**src/sv/fresnel_reflectance_assert.svh**
```systemverilog
// ----------------------------------------------------------------------------
// fresnel reflectance assertion macros
// concurrent checks on clk_i, disabled while rst_ni is low
// ----------------------------------------------------------------------------
`ifndef FRESNEL_REFLECTANCE_ASSERT_SVH
`define FRESNEL_REFLECTANCE_ASSERT_SVH
`ifndef SYNTHESIS
`define FRSN_ASSERT(lbl, prop) \
  lbl: assert property (@(posedge clk_i) disable iff (!rst_ni) (prop)) \
    else $error("frsn assertion failed");
`define FRSN_ASSERT_IMP(lbl, pre, post) \
  lbl: assert property (@(posedge clk_i) disable iff (!rst_ni) (pre) |-> (post)) \
    else $error("frsn implication failed");
`else
`define FRSN_ASSERT(lbl, prop)
`define FRSN_ASSERT_IMP(lbl, pre, post)
`endif
`endif

```
**src/sv/frsn_pkg.sv**
```systemverilog
// ----------------------------------------------------------------------------
// frsn_pkg
// shared types and constants of the fresnel reflectance pipeline
// ----------------------------------------------------------------------------
package frsn_pkg;

  localparam int DIR_FRAC_BITS = 14;
  localparam int DOT_FRAC      = 2 * DIR_FRAC_BITS;
  localparam int C30_SH_R      = (DOT_FRAC > 30) ? DOT_FRAC - 30 : 0;
  localparam int C30_SH_L      = (DOT_FRAC < 30) ? 30 - DOT_FRAC : 0;

  localparam int SQ_STEPS      = 31;
  localparam int DIV_T_STEPS   = 30;
  localparam int NORM_STEPS    = 15;
  localparam int COEF_BITS     = 32;

  localparam logic [14:0] IDX_ONE  = 15'd4096;
  localparam logic [16:0] REFL_ONE = 17'd65536;

  typedef logic [60:0] rad_t;
  typedef logic [30:0] root_t;

  typedef struct packed {
    logic signed [15:0] inc_x;
    logic signed [15:0] inc_y;
    logic signed [15:0] inc_z;
    logic signed [15:0] norm_x;
    logic signed [15:0] norm_y;
    logic signed [15:0] norm_z;
    logic [14:0]        index_ratio;
  } frsn_in_t;

  typedef struct packed {
    logic [16:0] reflectance;
    logic        total_internal;
  } frsn_out_t;

  typedef struct packed {
    logic [30:0] c30;
    logic [14:0] ei;
    logic [14:0] et;
    logic        tir;
  } frsn_side_t;

endpackage

```
**src/sv/frsn_front.sv**
```systemverilog
// ----------------------------------------------------------------------------
// frsn_front
// dot product, clamp, index swap and sine radicand, four stages
// ----------------------------------------------------------------------------
module frsn_front (
  input  logic                 clk_i,
  input  logic                 rst_ni,
  input  logic                 en_i,
  input  logic                 in_valid_i,
  input  frsn_pkg::frsn_in_t   in_data_i,
  output logic                 out_valid_o,
  output frsn_pkg::rad_t       rad_o,
  output frsn_pkg::frsn_side_t side_o
);
  import frsn_pkg::*;

  logic [3:0]         vld_q;
  logic signed [31:0] px_q, py_q, pz_q;
  logic [14:0]        n_q;
  logic signed [33:0] dot;
  logic [33:0]        magn;
  logic [63:0]        magc;
  logic [63:0]        c30w;
  logic               ray_inside;
  frsn_side_t         s1_d, s1_q, s2_q, s3_q;
  logic [61:0]        sq_q;
  rad_t               rad_q;

  always_comb begin
    dot        = 34'(px_q) + 34'(py_q) + 34'(pz_q);
    ray_inside = !dot[33] && (dot != '0);
    magn       = dot[33] ? 34'(-dot) : 34'(dot);
    magc       = 64'(magn);
    if (magc > (64'd1 << DOT_FRAC)) begin
      magc = 64'd1 << DOT_FRAC;
    end
    c30w     = (magc >> C30_SH_R) << C30_SH_L;
    s1_d.c30 = c30w[30:0];
    s1_d.ei  = ray_inside ? n_q : IDX_ONE;
    s1_d.et  = ray_inside ? IDX_ONE : n_q;
    s1_d.tir = 1'b0;
  end

  always_ff @(posedge clk_i or negedge rst_ni) begin
    if (!rst_ni) begin
      vld_q <= '0;
    end else if (en_i) begin
      vld_q <= {vld_q[2:0], in_valid_i};
    end
  end

  always_ff @(posedge clk_i) begin
    if (en_i) begin
      px_q  <= $signed(in_data_i.inc_x) * $signed(in_data_i.norm_x);
      py_q  <= $signed(in_data_i.inc_y) * $signed(in_data_i.norm_y);
      pz_q  <= $signed(in_data_i.inc_z) * $signed(in_data_i.norm_z);
      // zero index is taken as one lsb
      n_q   <= (in_data_i.index_ratio == '0) ? 15'd1 : in_data_i.index_ratio;
      s1_q  <= s1_d;
      sq_q  <= 62'(s1_q.c30) * 62'(s1_q.c30);
      s2_q  <= s1_q;
      rad_q <= 61'((62'd1 << 60) - sq_q);
      s3_q  <= s2_q;
    end
  end

  assign out_valid_o = vld_q[3];
  assign rad_o       = rad_q;
  assign side_o      = s3_q;

endmodule

```
**config.mk**
```make
export PLATFORM = sky130hd
export DESIGN_NAME = frsn_front
export DESIGN_NICKNAME = d
export VERILOG_FILES = /design/src/sv/fresnel_reflectance_assert.svh /design/src/sv/frsn_pkg.sv /design/src/sv/frsn_front.sv
export SDC_FILE = /design/constraint.sdc
export NUM_CORES = 2
export LEC_CHECK = 0
export CELL_PAD_IN_SITES_DETAIL_PLACEMENT = 0
export CELL_PAD_IN_SITES_GLOBAL_PLACEMENT = 1
export CORE_ASPECT_RATIO = 1.5
export CORE_MARGIN = 2
export CORE_UTILIZATION = 54
export CTS_BUF_LIST = sky130_fd_sc_hd__clkbuf_8
export DETAILED_ROUTE_END_ITERATION = 16
export DONT_BUFFER_PORTS = 1
export PLACE_DENSITY = 0.88
export SLEW_MARGIN = 15
export SYNTH_ARGS = -nofsm -noshare
export SYNTH_HDL_FRONTEND = slang
export SYNTH_SLANG_ARGS = --single-unit
```
**constraint.sdc**
```tcl
create_clock -name clk_i -period 11.29 [get_ports clk_i]
set_input_delay 1.129 -clock clk_i [delete_from_list [all_inputs] [get_ports clk_i]]
set_output_delay 1.129 -clock clk_i [all_outputs]
set_load 0.005 [all_outputs]
```
==> flow_summary_export.csv <==
group,metric,value,unit
cts,numCtsBuffers,67,
floorplan,ioPinCount,239,
sta,fin_skew,0.0916,ns
placement,dp_hpwl,138000,µm
cts,post_cts_buffers,0,
worst_setup_path,critPathKind,"flop to flop",
cts,cts.sinks,402,
synth,synth.avg_cell_area,10.2,µm²
synth,synth.distinct_cells,92,
cts,tritoncts,"done",
sta,setup_viol,0,
sta,hold_slack,0.105,ns
synth,ys_ff_latch,402,
cts,cts_max_path_buffers,3,
worst_setup_path,crit_family,"adder cells",
synth,seq_area_frac_synth,17.1,%
floorplan,die_width,299,µm
grt,grt_max_degree,403,
worst_setup_path,start_kind,"flop",
worst_setup_path,max_stage_delay,0.87,ns
synth,synth_enable_flop_cells,398,
sta,finalHoldViolCount,0,
sta,fmax,102,MHz
placement,placed_area,0.0719,mm²
grt,grt.met1_usage,26.4,%
synth,netlist_instances,6923,
cts,cts-root-buf,"clkbuf_8",
worst_setup_path,cp.arrival,10.29,ns
grt,grtUsageTotal,26.2,%
worst_setup_path,critPathBufInv,5,
placement,port_buffers,0,
routing,drtIter0Drc,2284,
sta,worst_slew_margin_rel,6.98,%
layout,drive_gt1_share,2.89,%
sta,finalMaxSlewViolations,0,
routing,detail-route-antenna-nets,0,
synth,synthesis.area,0.0704,mm²
synth,yosysWarnings,0,
floorplan,start_util,54.2,%
hold_path,min_path_type,"input port to async pin",
synth,async_reset_ff_share,0.995,%
grt,grt-busiest-layer,"met2",
routing,avgViaCountPerCell,5.44,
cts,cts_hold_buffers,0,
run_status,status,"complete, no violations",
routing,num_vias,46700,
routing,routedWlPerCell,19.6,µm
worst_setup_path,critical_path.max_fanout,19,
floorplan,core_area,0.130,mm²
cts,postCtsResizedCells,0,
floorplan,rows,162,
sta,timing.final.crit_share,86.9,%
grt,grt_util_met3,2.92,%
sta,setup_tns,0,ns
grt,antenna_found_initial,1,
layout,num-nets-final,8908,
sta,rsz0062_at_grt,"no",
worst_setup_path,cp_common_cell,"fa_1",
routing,drc,0,
floorplan,die_h,446,µm
cts,clk_pin_slew,0.07,ns
grt,grt_overflow_total,0,
grt,grtUsageMet2,51.2,%
routing,dr.pass1.iters,5,
layout,finish.utilization,56.4,%
layout,areaGrowthSynthToFinish,4.01,%
synth,synth_flop_cell,"edfxtp_1",
worst_setup_path,worstPathRequired,11.78,ns
cts,clk_latency,0.77,ns
layout,fin_area,0.0732,mm²
grt,first_global_vias,53000,
sta,fin_crit,9.81,ns
worst_setup_path,endpoint_kind,"flop",
cts,htreeDepth,3,
routing,wl,168000,µm
placement,gp_congestion,0.926,
worst_setup_path,crit_slowest_cell,"a2111oi_0",
job,maxCapViolCount,0,
sta,worst_pin_slew,1.40,ns
grt,grt_pass1_wl,271000,µm
floorplan,dieArea,0.133,mm²
[cell usage after synthesis (all sizes together), types with 10 or more instances]
cell       n  area share (%)
a211oi    24            0.29
a21o      90            0.96
a21oi    164             1.2
a31oi     17            0.15
and2     517             4.6
and3      21            0.19
buf       22            0.21
clkbuf   220             1.2
edfxtp   398              17
fa      1469              42
ha       528             9.4
inv     1668             8.9
nand2    739             3.9
nand2b    74            0.66
nand3     43            0.31
nand4     19            0.17
nor2     194             1.1
nor2b     30            0.27
nor3      47            0.35
nor4      21            0.23
o211ai    10            0.11
o21a      24            0.26
o21ai     86            0.61
o21bai    20            0.21
o31a      12            0.15
o31ai     15            0.16
or2       10           0.089
or3       27            0.25
or4       11            0.12
xnor2    194             2.4
xor2      71            0.88
[metal layers]
metal	routed length (µm)	up-vias
li1	-	20800
met1	54900	24000
met2	95500	1345
met3	7140	557
met4	10800	0
met5	0	-
[worst reg2reg max path, delay by kind of cell, from the launching register on]
kind	cells	cell delay (ns)
AO/OA/AOI/OAI	10	3.51
XOR/XNOR	1	0.08
adder cells (fa/ha/maj)	9	4.39
buffers and inverters	5	0.58
flip-flops	1	0.78
AND/OR/NAND/NOR	1	0.22
[logic make-up after synthesis]
family                     share of synthesized area, %
buffers and inverters                              10.3
xor gates and xnor gates                           3.31
adders and majority gates                          51.2
muxes                                             0.224
AOI/OAI and AO/OA                                  5.23
and+or+nand+nor                                    12.6
other                                           0.00533
DFF                                                17.1
[final timing paths]
kind	slack, ns	cells past startpoint	startpoint	to
max reg2reg	1.48	26	s1_q[36]	sq_q[59]
min	0.10	0	rst_ni	vld_q[3]
max in group asynchronous	11.12	0	rst_ni	vld_q[0]
min reg2reg	0.38	0	s1_q[18]	s2_q[18]
max	1.48	26	s1_q[36]	sq_q[59]
min in group clk_i	0.38	0	s1_q[18]	s2_q[18]
[flip-flops by register name, summed over array words and instances (netlist names)]
register and cells:
s1_q 59, s2_q 59, side_o 59, rad_o 55, sq_q 55, px_q 32, py_q 32, pz_q 32
n_q 15, vld_q 4
[area by class of cell]
type / count / area, µm²
Timing Repair Buffer: 40 / 300
Fill cell: 11200 / 56500
Sequential cell: 402 / 12100
Clock inverter: 52 / 389
Tap cell: 1722 / 2150
Multi-Input combinational cell: 4616 / 51100
Inverter: 1669 / 6260
Clock buffer: 67 / 922
Antenna cell: 1 / 2.50
[layout by cell type (no fill, tap or decap), types with 9 or more instances in the layout]
| cell type | instances |
|---|---|
| xor2_1 | 71 |
| and3_1 | 21 |
| o31ai_1 | 15 |
| mux2i_1 | 9 |
| o211ai_1 | 9 |
| nor4_1 | 16 |
| a31oi_1 | 16 |
| and2_1 | 516 |
| nand2b_1 | 74 |
| a21oi_1 | 161 |
| a31o_2 | 9 |
| nor2b_1 | 30 |
| clkbuf_8 | 67 |
| nor3_1 | 45 |
| ha_1 | 528 |
| fa_1 | 1469 |
| nor2_1 | 173 |
| o21a_1 | 24 |
| inv_1 | 1681 |
| nand2_1 | 739 |
| nor2_2 | 21 |
| o21ai_0 | 80 |
| or2_2 | 10 |
| xnor2_1 | 193 |
| or4_1 | 11 |
| nand4_1 | 19 |
| or3_1 | 26 |
| a21o_1 | 90 |
| clkinv_1 | 17 |
| edfxtp_1 | 398 |
| buf_4 | 40 |
| o31a_1 | 12 |
| nand3_1 | 42 |
| o21bai_1 | 20 |
| a211oi_1 | 21 |
[metrics by stage]
step                std cells  worst slack (ns)
floorplan                6929              3.13
global placement         8449              1.81
detailed placement       8449              1.61
CTS                      8568              1.57
global route             8569             0.953
finish                   8569              1.48
Power is not shown: default switching activity piles up to over one toggle a cycle in this logic, so the estimate is an artifact.
